==> src/rtl/ble_midi_packetizer_defines.svh <==
// Assertion macros for the BLE MIDI packetizer.
// Included by the top level; expects clk and arst_n in the including scope.
`ifndef BLE_MIDI_PACKETIZER_DEFINES_SVH
`define BLE_MIDI_PACKETIZER_DEFINES_SVH

// Same-cycle implication, checked outside reset.
`define BMP_ASSERT_NOW(label, ante, cons, msg) \
	label: assert property (@(posedge clk) disable iff (!arst_n) (ante) |-> (cons)) \
		else $error(msg);

// Next-cycle implication, checked outside reset.
`define BMP_ASSERT_NEXT(label, ante, cons, msg) \
	label: assert property (@(posedge clk) disable iff (!arst_n) (ante) |=> (cons)) \
		else $error(msg);

`endif

==> src/rtl/bmp_pkg.sv <==
// Shared types and constants for the BLE MIDI packetizer.
// No dependencies; used by ble_midi_packetizer.
`default_nettype none

package bmp_pkg;

	// Command codes carried on the input tuser.
	localparam logic [2:0] CMD_PUSH  = 3'd0;
	localparam logic [2:0] CMD_TICK  = 3'd1;
	localparam logic [2:0] CMD_SYNC  = 3'd2;
	localparam logic [2:0] CMD_REQ   = 3'd3;
	localparam logic [2:0] CMD_CLEAR = 3'd4;

	// Result kinds carried on the output tuser.
	localparam logic [1:0] KIND_PUSH   = 2'd0;
	localparam logic [1:0] KIND_BYTE   = 2'd1;
	localparam logic [1:0] KIND_NO_PKT = 2'd2;

	// Configuration register indexes.
	localparam logic REG_MAX_PACKET_LEN = 1'b0;
	localparam logic REG_RS_ENABLE      = 1'b1;

	// Register reset values.
	localparam logic [6:0] MAX_LEN_RESET = 7'd20;
	localparam logic       RS_EN_RESET   = 1'b1;

	// Timestamp counter limit and message length in bytes.
	localparam logic [12:0] STAMP_MAX = 13'h1fff;
	localparam int          MSG_LEN   = 3;

	// Packet builder states.
	typedef enum logic [2:0] {
		ST_IDLE,
		ST_SKIP,
		ST_LOOP,
		ST_STAT,
		ST_DATA,
		ST_FIN
	} bmp_state_t;

	// One queued entry: the MIDI byte and the tick it arrived on.
	typedef struct packed {
		logic [12:0] stamp;
		logic [7:0]  data;
	} bmp_entry_t;

endpackage

`default_nettype wire

==> src/rtl/ble_midi_packetizer.sv <==
// BLE MIDI packetizer: MIDI byte FIFO with timestamps and a packet builder.
// Depends on bmp_pkg and ble_midi_packetizer_defines.svh.
//
// Commands arrive one per input transfer. Push, tick, sync, clear and unknown
// codes are handled in the idle state; a push returns one status transfer. A
// packet request walks the FIFO memory through its single registered read
// port, which always holds the current front entry, so the builder steps
// through the queued bytes in order, waiting while the output register cannot
// be loaded: it skips orphan bytes, emits data bytes, leaves out status bytes
// as running status and adds a start and a finish step. The last packet byte
// leaves once the builder knows the packet has ended. Input is taken only
// between requests and while the output register can be loaded. The FIFO
// memory has no clearing pass; it is usable right after reset.
`default_nettype none

`include "ble_midi_packetizer_defines.svh"

module ble_midi_packetizer #(
	parameter int FIFO_DEPTH = 128,
	parameter int MAX_PACKET = 64
) (
	input  wire logic        clk,
	input  wire logic        arst_n,
	// Configuration write port.
	input  wire logic        cfg_we,
	input  wire logic        cfg_addr,
	input  wire logic [6:0]  cfg_data,
	// Command stream.
	input  wire logic        s_axis_tvalid,
	output logic             s_axis_tready,
	input  wire logic [23:0] s_axis_tdata,  // [7:0] midi_byte, [21:8] sync_value
	input  wire logic [2:0]  s_axis_tuser,  // [2:0] cmd
	// Result stream.
	output logic             m_axis_tvalid,
	input  wire logic        m_axis_tready,
	output logic [23:0]      m_axis_tdata,  // [7:0] data_byte, [8] accepted,
	                                        // [15:9] packet_len, [16] more_pending
	output logic [1:0]       m_axis_tuser,  // [1:0] kind
	output logic             m_axis_tlast
);

	localparam int PtrW = $clog2(FIFO_DEPTH);
	localparam int FillW = $clog2(FIFO_DEPTH + 1);
	localparam logic [6:0] MaxPkt = 7'(MAX_PACKET);

	// Configuration registers.
	logic [6:0] max_len_q;
	logic       rs_en_q;

	always_ff @(posedge clk or negedge arst_n) begin
		if (!arst_n) begin
			max_len_q <= bmp_pkg::MAX_LEN_RESET;
			rs_en_q   <= bmp_pkg::RS_EN_RESET;
		end else if (cfg_we) begin
			if (cfg_addr == bmp_pkg::REG_MAX_PACKET_LEN) begin
				max_len_q <= cfg_data;
			end else begin
				rs_en_q <= cfg_data[0];
			end
		end
	end

	// Effective packet limit.
	logic [6:0] lim;
	assign lim = (max_len_q < MaxPkt) ? max_len_q : MaxPkt;

	// State registers.
	bmp_pkg::bmp_state_t state_q, state_d;
	logic [PtrW-1:0]  rp_q, rp_d, wp_q, wp_d;
	logic [FillW-1:0] fill_q, fill_d;
	logic [12:0]      tick_q;
	logic [7:0]       rs_q;
	logic [12:0]      last_ts_q;
	logic [6:0]       n_q;
	logic [7:0]       pend_q;
	logic             pend_v_q;
	logic             ld_ts_q;

	// Output register.
	logic       out_valid_q;
	logic [1:0] out_kind_q;
	logic [7:0] out_byte_q;
	logic       out_acc_q;
	logic       out_last_q;
	logic [6:0] out_len_q;
	logic       out_more_q;

	// FIFO memory with the front entry always registered at its read port.
	bmp_pkg::bmp_entry_t mem [FIFO_DEPTH];
	bmp_pkg::bmp_entry_t front_q;
	bmp_pkg::bmp_entry_t wr_entry;

	// Shared conditions.
	logic       out_free, in_fire;
	logic       front_stat, fill_ge3, fill_full, loop_ok, rs_hit;
	logic       st_rs_go, st_new_go, skip_ok, skip_drop, skip_hdr, data_ok;
	logic [6:0] n_plus2, n_plus4;

	assign out_free  = !out_valid_q || m_axis_tready;
	assign s_axis_tready = (state_q == bmp_pkg::ST_IDLE) && out_free;
	assign in_fire   = s_axis_tvalid && s_axis_tready;

	assign front_stat = front_q.data[7];
	assign fill_ge3   = fill_q >= FillW'(bmp_pkg::MSG_LEN);
	assign fill_full  = fill_q == FillW'(FIFO_DEPTH);
	assign loop_ok    = (n_q < lim) && (fill_q != '0);
	assign rs_hit     = (front_q.data == rs_q) && (front_q.stamp == last_ts_q);
	assign n_plus2    = n_q + 7'd2;
	assign n_plus4    = n_q + 7'd4;
	assign st_rs_go   = fill_ge3 && rs_hit && (n_plus2 < lim);
	assign st_new_go  = fill_ge3 && !rs_hit && (n_plus4 < lim);
	assign skip_ok    = (lim != '0) && (fill_q != '0);
	assign skip_drop  = !front_stat && (fill_q > FillW'(1));
	assign skip_hdr   = !skip_drop && fill_ge3;
	assign data_ok    = n_q < MaxPkt;

	// Next state.
	always_comb begin
		state_d = state_q;
		case (state_q)
			bmp_pkg::ST_IDLE: begin
				if (in_fire && s_axis_tuser == bmp_pkg::CMD_REQ) begin
					state_d = bmp_pkg::ST_SKIP;
				end
			end
			bmp_pkg::ST_SKIP: begin
				if (out_free) begin
					if (!skip_ok) begin
						state_d = bmp_pkg::ST_FIN;
					end else if (skip_drop) begin
						state_d = bmp_pkg::ST_SKIP;
					end else if (skip_hdr) begin
						state_d = bmp_pkg::ST_STAT;
					end else begin
						state_d = bmp_pkg::ST_FIN;
					end
				end
			end
			bmp_pkg::ST_LOOP: begin
				if (out_free) begin
					if (!loop_ok) begin
						state_d = bmp_pkg::ST_FIN;
					end else if (front_stat) begin
						state_d = (st_rs_go || st_new_go) ? bmp_pkg::ST_DATA : bmp_pkg::ST_FIN;
					end else begin
						state_d = data_ok ? bmp_pkg::ST_LOOP : bmp_pkg::ST_FIN;
					end
				end
			end
			bmp_pkg::ST_STAT: begin
				if (out_free) begin
					state_d = (st_rs_go || st_new_go) ? bmp_pkg::ST_DATA : bmp_pkg::ST_FIN;
				end
			end
			bmp_pkg::ST_DATA: begin
				if (out_free) begin
					state_d = data_ok ? bmp_pkg::ST_LOOP : bmp_pkg::ST_FIN;
				end
			end
			bmp_pkg::ST_FIN: begin
				if (out_free) begin
					state_d = bmp_pkg::ST_IDLE;
				end
			end
			default: state_d = bmp_pkg::ST_IDLE;
		endcase
	end

	// Datapath controls.
	logic       do_push, do_drop, do_clear, do_tick, do_sync, do_start, do_fin;
	logic       stat_step, emit_en, rs_load, ts_load;
	logic [7:0] emit_byte;
	logic       out_load;
	logic [1:0] o_kind;
	logic [7:0] o_byte;
	logic       o_acc, o_last, o_more;
	logic [6:0] o_len;

	always_comb begin
		do_push   = 1'b0;
		do_drop   = 1'b0;
		do_clear  = 1'b0;
		do_tick   = 1'b0;
		do_sync   = 1'b0;
		do_start  = 1'b0;
		do_fin    = 1'b0;
		stat_step = 1'b0;
		emit_en   = 1'b0;
		emit_byte = front_q.data;
		rs_load   = 1'b0;
		ts_load   = 1'b0;
		case (state_q)
			bmp_pkg::ST_IDLE: begin
				if (in_fire) begin
					case (s_axis_tuser)
						bmp_pkg::CMD_PUSH:  do_push  = !fill_full;
						bmp_pkg::CMD_TICK:  do_tick  = 1'b1;
						bmp_pkg::CMD_SYNC:  do_sync  = 1'b1;
						bmp_pkg::CMD_REQ:   do_start = 1'b1;
						bmp_pkg::CMD_CLEAR: do_clear = 1'b1;
						default: ;
					endcase
				end
			end
			bmp_pkg::ST_SKIP: begin
				if (out_free && skip_ok) begin
					if (skip_drop) begin
						do_drop = 1'b1;
					end else if (skip_hdr) begin
						emit_en   = 1'b1;
						emit_byte = {2'b10, front_q.stamp[12:7]};
					end
				end
			end
			bmp_pkg::ST_LOOP: begin
				if (out_free && loop_ok) begin
					if (front_stat) begin
						stat_step = 1'b1;
					end else if (data_ok) begin
						do_drop = 1'b1;
						emit_en = 1'b1;
					end
				end
			end
			bmp_pkg::ST_STAT: begin
				stat_step = out_free;
			end
			bmp_pkg::ST_DATA: begin
				if (out_free && data_ok) begin
					do_drop = 1'b1;
					emit_en = 1'b1;
				end
			end
			bmp_pkg::ST_FIN: begin
				do_fin = out_free;
			end
			default: ;
		endcase

		// Status byte: running status drops it, a new status gets a timestamp byte.
		if (stat_step) begin
			rs_load = fill_ge3 && !rs_hit && rs_en_q;
			if (st_rs_go) begin
				do_drop = 1'b1;
			end else if (st_new_go) begin
				ts_load   = 1'b1;
				emit_en   = 1'b1;
				emit_byte = {1'b1, front_q.stamp[6:0]};
			end
		end
	end

	// Result selection: push status, a held packet byte, or the packet end.
	always_comb begin
		out_load = 1'b0;
		o_kind   = bmp_pkg::KIND_BYTE;
		o_byte   = pend_q;
		o_acc    = 1'b0;
		o_last   = 1'b0;
		o_len    = '0;
		o_more   = 1'b0;
		if (in_fire && s_axis_tuser == bmp_pkg::CMD_PUSH) begin
			out_load = 1'b1;
			o_kind   = bmp_pkg::KIND_PUSH;
			o_byte   = '0;
			o_acc    = !fill_full;
			o_last   = 1'b1;
		end else if (emit_en && pend_v_q) begin
			out_load = 1'b1;
		end else if (do_fin) begin
			out_load = 1'b1;
			o_last   = 1'b1;
			if (pend_v_q) begin
				o_len  = n_q;
				o_more = fill_ge3;
			end else begin
				o_kind = bmp_pkg::KIND_NO_PKT;
				o_byte = '0;
			end
		end
	end

	// Pointer and fill count updates.
	always_comb begin
		rp_d   = rp_q;
		wp_d   = wp_q;
		fill_d = fill_q;
		if (do_clear) begin
			rp_d   = '0;
			wp_d   = '0;
			fill_d = '0;
		end else if (do_push) begin
			wp_d   = (wp_q == PtrW'(FIFO_DEPTH - 1)) ? '0 : wp_q + 1'b1;
			fill_d = fill_q + 1'b1;
		end else if (do_drop) begin
			rp_d   = (rp_q == PtrW'(FIFO_DEPTH - 1)) ? '0 : rp_q + 1'b1;
			fill_d = fill_q - 1'b1;
		end
	end

	assign wr_entry.stamp = tick_q;
	assign wr_entry.data  = s_axis_tdata[7:0];

	// Memory write and front read, forwarding a push into an empty FIFO.
	always_ff @(posedge clk) begin
		if (do_push) begin
			mem[wp_q] <= wr_entry;
		end
		if (do_push && wp_q == rp_d) begin
			front_q <= wr_entry;
		end else begin
			front_q <= mem[rp_d];
		end
	end

	// Control registers.
	always_ff @(posedge clk or negedge arst_n) begin
		if (!arst_n) begin
			state_q   <= bmp_pkg::ST_IDLE;
			rp_q      <= '0;
			wp_q      <= '0;
			fill_q    <= '0;
			tick_q    <= '0;
			rs_q      <= '0;
			last_ts_q <= '0;
			n_q       <= '0;
			pend_v_q  <= 1'b0;
			ld_ts_q   <= 1'b0;
			out_valid_q <= 1'b0;
		end else begin
			state_q <= state_d;
			rp_q    <= rp_d;
			wp_q    <= wp_d;
			fill_q  <= fill_d;

			if (do_tick) begin
				tick_q <= (tick_q == bmp_pkg::STAMP_MAX) ? '0 : tick_q + 1'b1;
			end else if (do_sync) begin
				tick_q <= s_axis_tdata[21] ? bmp_pkg::STAMP_MAX : s_axis_tdata[20:8];
			end

			if (do_start || do_clear || do_fin) begin
				rs_q <= '0;
			end else if (rs_load) begin
				rs_q <= front_q.data;
			end

			// Running status compares against the stamp of the byte after it.
			if (do_start) begin
				last_ts_q <= '0;
			end else if (ts_load || (state_q == bmp_pkg::ST_DATA && out_free && ld_ts_q)) begin
				last_ts_q <= front_q.stamp;
			end

			if (stat_step) begin
				ld_ts_q <= st_rs_go;
			end

			if (do_start) begin
				n_q      <= '0;
				pend_v_q <= 1'b0;
			end else if (emit_en) begin
				n_q      <= n_q + 7'd1;
				pend_v_q <= 1'b1;
			end

			if (out_load) begin
				out_valid_q <= 1'b1;
			end else if (m_axis_tready) begin
				out_valid_q <= 1'b0;
			end
		end
	end

	// Payload registers.
	always_ff @(posedge clk) begin
		if (emit_en) begin
			pend_q <= emit_byte;
		end
		if (out_load) begin
			out_kind_q <= o_kind;
			out_byte_q <= o_byte;
			out_acc_q  <= o_acc;
			out_last_q <= o_last;
			out_len_q  <= o_len;
			out_more_q <= o_more;
		end
	end

	assign m_axis_tvalid = out_valid_q;
	assign m_axis_tuser  = out_kind_q;
	assign m_axis_tlast  = out_last_q;
	assign m_axis_tdata  = {7'd0, out_more_q, out_len_q, out_acc_q, out_byte_q};

	// Terms used by the checks below.
	logic busy_chk, pkt_end_chk, len_ok_chk, req_fire_chk, started_chk;
	assign busy_chk     = state_q != bmp_pkg::ST_IDLE;
	assign pkt_end_chk  = m_axis_tvalid && m_axis_tlast && m_axis_tuser == bmp_pkg::KIND_BYTE;
	assign len_ok_chk   = (out_len_q != '0) && (out_len_q <= MaxPkt);
	assign req_fire_chk = in_fire && s_axis_tuser == bmp_pkg::CMD_REQ;
	assign started_chk  = state_q == bmp_pkg::ST_SKIP && n_q == '0 && !pend_v_q;

	// Checks on the builder.
	`BMP_ASSERT_NOW(a_fill_bound, 1'b1, fill_q <= FillW'(FIFO_DEPTH), "fill count above depth")
	`BMP_ASSERT_NOW(a_busy_no_input, busy_chk, !s_axis_tready, "input taken while building")
	`BMP_ASSERT_NOW(a_len_bound, pkt_end_chk, len_ok_chk, "packet length out of range")
	`BMP_ASSERT_NEXT(a_req_starts, req_fire_chk, started_chk, "request did not start a packet")

endmodule

`default_nettype wire
==> config.mk <==
export PLATFORM = sky130hd
export DESIGN_NAME = ble_midi_packetizer
export DESIGN_NICKNAME = d
export VERILOG_FILES = /design/src/rtl/bmp_pkg.sv /design/src/rtl/ble_midi_packetizer.sv
export VERILOG_INCLUDE_DIRS = /design/src /design/src/rtl
export SDC_FILE = /design/constraint.sdc
export NUM_CORES = 2
export LEC_CHECK = 0
export BUFFER_PORTS_ARGS = -buffer_cell sky130_fd_sc_hd__buf_2
export CAP_MARGIN = 15
export CELL_PAD_IN_SITES_DETAIL_PLACEMENT = 0
export CELL_PAD_IN_SITES_GLOBAL_PLACEMENT = 1
export CORE_ASPECT_RATIO = 0.5
export CORE_MARGIN = 10
export CORE_UTILIZATION = 50
export CTS_CLUSTER_SIZE = 30
export DETAILED_ROUTE_END_ITERATION = 6
export PLACE_DENSITY = 0.78
export RECOVER_POWER = 50
export SLEW_MARGIN = 20
export SYNTH_ARGS = -nofsm -noshare
export SYNTH_HDL_FRONTEND = slang
export SYNTH_SLANG_ARGS = --single-unit
==> constraint.sdc <==
create_clock -name clk -period 4.9 [get_ports clk]
set_input_delay 1.47 -clock clk [delete_from_list [all_inputs] [get_ports clk]]
set_output_delay 1.47 -clock clk [all_outputs]
set_load 0.05 [all_outputs]
# After elaboration in Yosys (flattened, before gate mapping)
# Memories as Yosys holds them, arrays and structs flattened. A register that Yosys moved wholly into a read port is not among the register bits.
# Cells that the tools add are included.
op_classes:
  add_sub_neg: 8
  order_cmp: 7
  n_eq_ne: 21
  n_mux: 97
  n_bitwise: 3
  n_reduce_logical: 46
ops:
  columns: ["cell", "n"]
  rows:
  - ["two-way mux 8 bit", 15]
  - ["two-way mux 13 bit", 6]
  - ["two-way mux 7 bit", 10]
  - ["two-way mux 1 bit", 49]
  - ["two-way mux 3 bit", 12]
  - ["adder 7 x 1 -> 7 bit (second input constant)", 3]
  - ["less-than comparator 7 bit", 3]
  - ["logical AND 1 bit", 20]
  - ["case mux 3 bit (6 select lines)", 1]
  - ["== test 7 bit (second input constant)", 2]
  - ["less-than comparator 7 bit (second input constant)", 2]
  - ["adder 13 x 1 -> 13 bit (second input constant)", 1]
  - ["== test 13 bit", 1]
  - ["== test 13 bit (second input constant)", 1]
  - ["== test 3 x 2 -> 1 bit (second input constant)", 4]
  - ["inequality test 2 bit (second input constant)", 6]
  - ["nonzero test 2 bit", 6]
  - ["== test 3 bit (second input constant)", 3]
  - ["adder 8 x 1 -> 8 bit (second input constant)", 1]
  - ["== test 8 bit", 1]
  - ["== test 8 bit (second input constant)", 1]
  - [">= comparator 8 x 2 -> 1 bit (second input constant)", 1]
  - ["> comparator 8 x 1 -> 1 bit (second input constant)", 1]
  - ["nonzero test 8 bit", 1]
  - ["other kinds (17)", 31]
totals:
  reg_bits: 105
  ramBits: 2688
  out_inout_bits: 29
  word_cells: 204
  memories: 1
mem_list:
  columns: ["memory", "depth", "word_bits", "read_ports", "rd_ports_with_merged_regs", "write_ports", "line", "text"]
  rows:
  - ["mem", 128, 21, 1, 1, 1, "ble_midi_packetizer.sv:89", "bmp_pkg::bmp_entry_t mem [FIFO_DEPTH];"]

# Logic depth before layout (Yosys ltp)
depth:
  ltp_word: 15
  depth_mapped: 21
  mapped_depth_nobuf: 15

# Least setup slack after synthesis
# No wires, ideal clock.
synth_path:
  path_type: "input to register"
  from: "in m_axis_tready"
  to: "mem mem[111][0] in the netlist's numbering (enable)"
  setup_time_ps: 399
  arrival_ps: 4843
  path_slack_ps: -342
  cell_stages: 12
  path_cell_list: "nand2b_1 clkbuf_1 and3_1 nand2_1 nor2_1 nand2_1 a31o_2 clkbuf_1 or2_2 clkbuf_1 clkbuf_1 nor2_1"
synth_between:
  elab_chain_cells: 7
synth_lines:
  columns: ["item", "line", "text"]
  rows:
  - ["from (decl)", "ble_midi_packetizer.sv:35", "input wire logic m_axis_tready,"]
  - ["logical OR 1 bit", "ble_midi_packetizer.sv:99", "assign out_free = !out_valid_q || m_axis_tready;"]
  - ["logical AND 1 bit", "ble_midi_packetizer.sv:100", "assign s_axis_tready = (state_q == bmp_pkg::ST_IDLE) && out_free;"]
  - ["via s_axis_tready", "ble_midi_packetizer.sv:30", "output logic s_axis_tready,"]
  - ["logical AND 1 bit", "ble_midi_packetizer.sv:101", "assign in_fire = s_axis_tvalid && s_axis_tready;"]
  - ["two-way mux 1 bit", "ble_midi_packetizer.sv:194", "if (in_fire) begin"]
  - ["two-way mux 1 bit", "ble_midi_packetizer.sv:192", "case (state_q)"]
  - ["two-way mux 1 bit", "ble_midi_packetizer.sv:306", "if (do_push) begin"]
  - ["two-way mux 1 bit (implied by the code)", "ble_midi_packetizer.sv:307", "mem[wp_q] <= wr_entry;"]
  - ["to (decl)", "ble_midi_packetizer.sv:89", null]
# The timed path passes the listed nets, and every way through them passes these cells.

==> results.ini <==
[logic_synthesis]
synthesis.area_um2 = 110600
synthMuxAreaShare_pct = 14.43
yosys.area_share.adder_pct = 0.2941
synthArstFlopShare_pct = 2.750
synth_top_family_by_area = multiplexers
syn_inst = 5669
synth-edff-count = 2716
synthSimpleGateAreaFrac_pct = 3.321
synth-seq-cells = 2800
synth_compound_gate_area_share_pct = 4.226
ys_seq_area_share_pct = 75.61
syn-mean-instance-area_um2 = 19.51
synth-main-ff-cell = edfxtp_1
yosysWarnings = 0
yosysUniqueCellTypes = 86
synth_xor_xnor_area_share_pct = 0.3326

[worst_setup_path]
critical_path_class = flip-flop to flip-flop
cpMaxStageDelayCell = or4_4
critical_path.max_fanout = 20
slowest_delay_ns = 0.55
cp_cell_sequence = buf_12, buf_12, buf_4, mux4_2, mux4_2, nor2_1, nor2_2, o221ai_2, nand3_2, xor2_1, or4_4, or4_4, buf_6, a21boi_4, inv_2, a21o_1, buf_12
critical_path.most_common_cell = buf_12
worst_setup_path_start_kind = flip-flop
critPathRequiredTime_ns = 5.55
end_kind = flip-flop
cp.arrival_ns = 5.70
r2r_slack_ns = -0.15

[hold_path]
worstHoldPathType = flip-flop to flip-flop

[layout]
seq_area_um2 = 83660
fin_area_um2 = 128100
multi_input_area_um2 = 25870
drive_above_1_share_pct = 27.69
area_growth_pct = 15.85
fillerInstances = 15550
nets = 6392
layout_common_cells = edfxtp_1, buf_4, mux2i_1, mux4_2, clkbuf_16
final_common_cell = edfxtp_1

[die]
die_x_um = 685.1
fp.dieH_um = 352.6
die-area_um2 = 241600
core-area_um2 = 218800
start_util_pct = 50.56
io_pins = 69
rows = 121

[global_route]
grt_usage_pct = 25.61
grt_pass1_wl_um = 448400
overflow = 0
grt_max_degree = 129
antenna_found_initial = 10
grt_pass1_vias = 60330

[sta]
fin_crit_sh_pct = 103.1
timing.final.max_slew_violations = 2212
setup_slack_ns = -0.1511
slew_headroom_pct = -192.1
min_period_ns = 5.051
hold_ws_ns = 0.5275
setup_tns_ns = -4.877
worst_pin_slew_ns = 4.381
finalClockSkew_ns = 0.06500
hold_viol = 0
rsz0062_at_grt = yes
setup_viol = 52
fmax_ghz = 0.1980

[clock_network]
cts_root_buf = clkbuf_16
hold_buffers = 0
clock_path_buffers = 4
clk_pin_slew_ns = 0.06
clkLatencyLatePin_ns = 0.91
cts_inserted_buffers = 241
cts_tree = yes
cts.sinks = 2800
cts_max_level = 4

[placed_design]
place_area_um2 = 119700
place_hpwl_um = 199200
port_buffers = 59
gp_congestion = 0.9273

[drt]
totalWireLength_um = 316900
drtIter0Drc = 9199
drc_errors = 0
antenna_left = 0
route.detailed.vias_per_inst = 6.429
first_pass_iters = 6
routed-via-count = 60900
post_drt_wl_per_cell_um = 33.46

[outcome]
status = finished with violations
failed_checks = capacitance limit, slew limit, setup timing

[power_and_ir_drop]
ir_worst_vdd_uv = 464.5
power.density_nw_per_um2 = 558.4
leakage_uw = 0.04183

[job]
cap_violations = 31

[flip-flops by register name, indices dropped and copies added (netlist names), 8 cells and up, named ones only]
signal      flops
out_byte_q      8
tick_q         13
mem          2688
last_ts_q      13
rs_q            8
pend_q          8
fill_q          8
[worst max-delay path: cells and delay by family, from the launching register on]
family / cells / cell delay, ns
AOI/OAI and AO/OA: 3 / 0.66
xor gates and xnor gates: 1 / 0.18
buffers and inverters: 6 / 0.93
DFF: 1 / 0.44
muxes: 2 / 1.06
and+or+nand+nor: 5 / 1.47
[what timing repair did]
action                                  4_1_cts  5_1_grt
gates cloned                                  5        4
endpoints found under the setup margin       89       88
pin swaps                                     7       18
resized for setup                            47       66
setup buffers                                11       10
[worst paths after layout]
check                          start      endpoint  cells past startpoint
max                        flip-flop  out_len_q[2]                     17
min                          ld_ts_q       ld_ts_q                      1
max reg2reg                flip-flop  out_len_q[2]                     17
min reg2reg                  ld_ts_q       ld_ts_q                      1
max in group asynchronous     arst_n     tick_q[6]                      1
min in group asynchronous     arst_n    tick_q[11]                      1
[cells by family after synthesis]
family,count (synthesis)
flops,2800
mux,999
simple gates,766
compound gates,671
buf+inv,364
xor+xnor,42
fa+ha+maj,26
other cells,1
[area by class of cell]
cell class                 count  share of cell area, %
sequential                  2800                  65.30
multi-input combinational   2511                  20.19
timing repair buffer         734                  5.509
clock buffer                 298                  4.939
tap                         2952                  2.883
clock inverter               137                  1.069
inverter                      38                 0.1123
antenna                        2               0.003906
[report_power, final]
part | internal [µW] | switching [µW]
combinational | 9240 | 12900
sequential | 28900 | 1510
clock | 10500 | 8520
[cell usage after synthesis (all sizes together) (6+ instances only)]
master / instances / share of area, %
a211o: 8 / 0.063
a211oi: 27 / 0.18
a21oi: 85 / 0.38
a221oi: 26 / 0.21
a22o: 13 / 0.10
a22oi: 194 / 1.3
a311oi: 7 / 0.055
a31oi: 17 / 0.10
a32oi: 10 / 0.079
and2: 18 / 0.10
and3: 40 / 0.23
buf: 216 / 1.3
clkbuf: 110 / 0.37
dfrtp: 74 / 1.7
dfxtp: 7 / 0.13
edfxtp: 2716 / 74
ha: 26 / 0.29
inv: 37 / 0.13
mux2: 25 / 0.25
mux2i: 500 / 4.5
mux4: 474 / 9.7
nand2: 183 / 0.62
nand2b: 16 / 0.091
nand3: 115 / 0.52
nand3b: 7 / 0.048
nand4: 20 / 0.12
nand4b: 6 / 0.048
nor2: 228 / 0.77
nor2b: 36 / 0.20
nor3: 40 / 0.19
nor4: 10 / 0.074
o211ai: 23 / 0.16
o21a: 15 / 0.10
o21ai: 108 / 0.49
o221ai: 10 / 0.079
o22ai: 59 / 0.33
o31ai: 10 / 0.068
or3: 16 / 0.091
or4: 9 / 0.061
xnor2: 18 / 0.14
xor2: 24 / 0.19
[metal layers]
metal,track usage [%],wire (µm),vias to the layer above
li1,-,-,24610
met4,8.954,12950,2
met5,0,13,-
met3,5.649,38780,599
met1,36.20,119900,31720
met2,39.52,145300,3974
[stage by stage]
step	setup WS, ns	power [µW]	cells	utilization, %
after floorplan	-0.1319	42200	5675	-
after global placement	-0.4045	51350	9006	54.70
after detailed placement	-0.3930	51750	9006	54.70
after CTS	-0.1059	70800	9457	58.43
after global routing	-0.1722	73640	9470	58.57
final	-0.1511	71540	9472	58.57
Power figures use the tool's default switching activity.
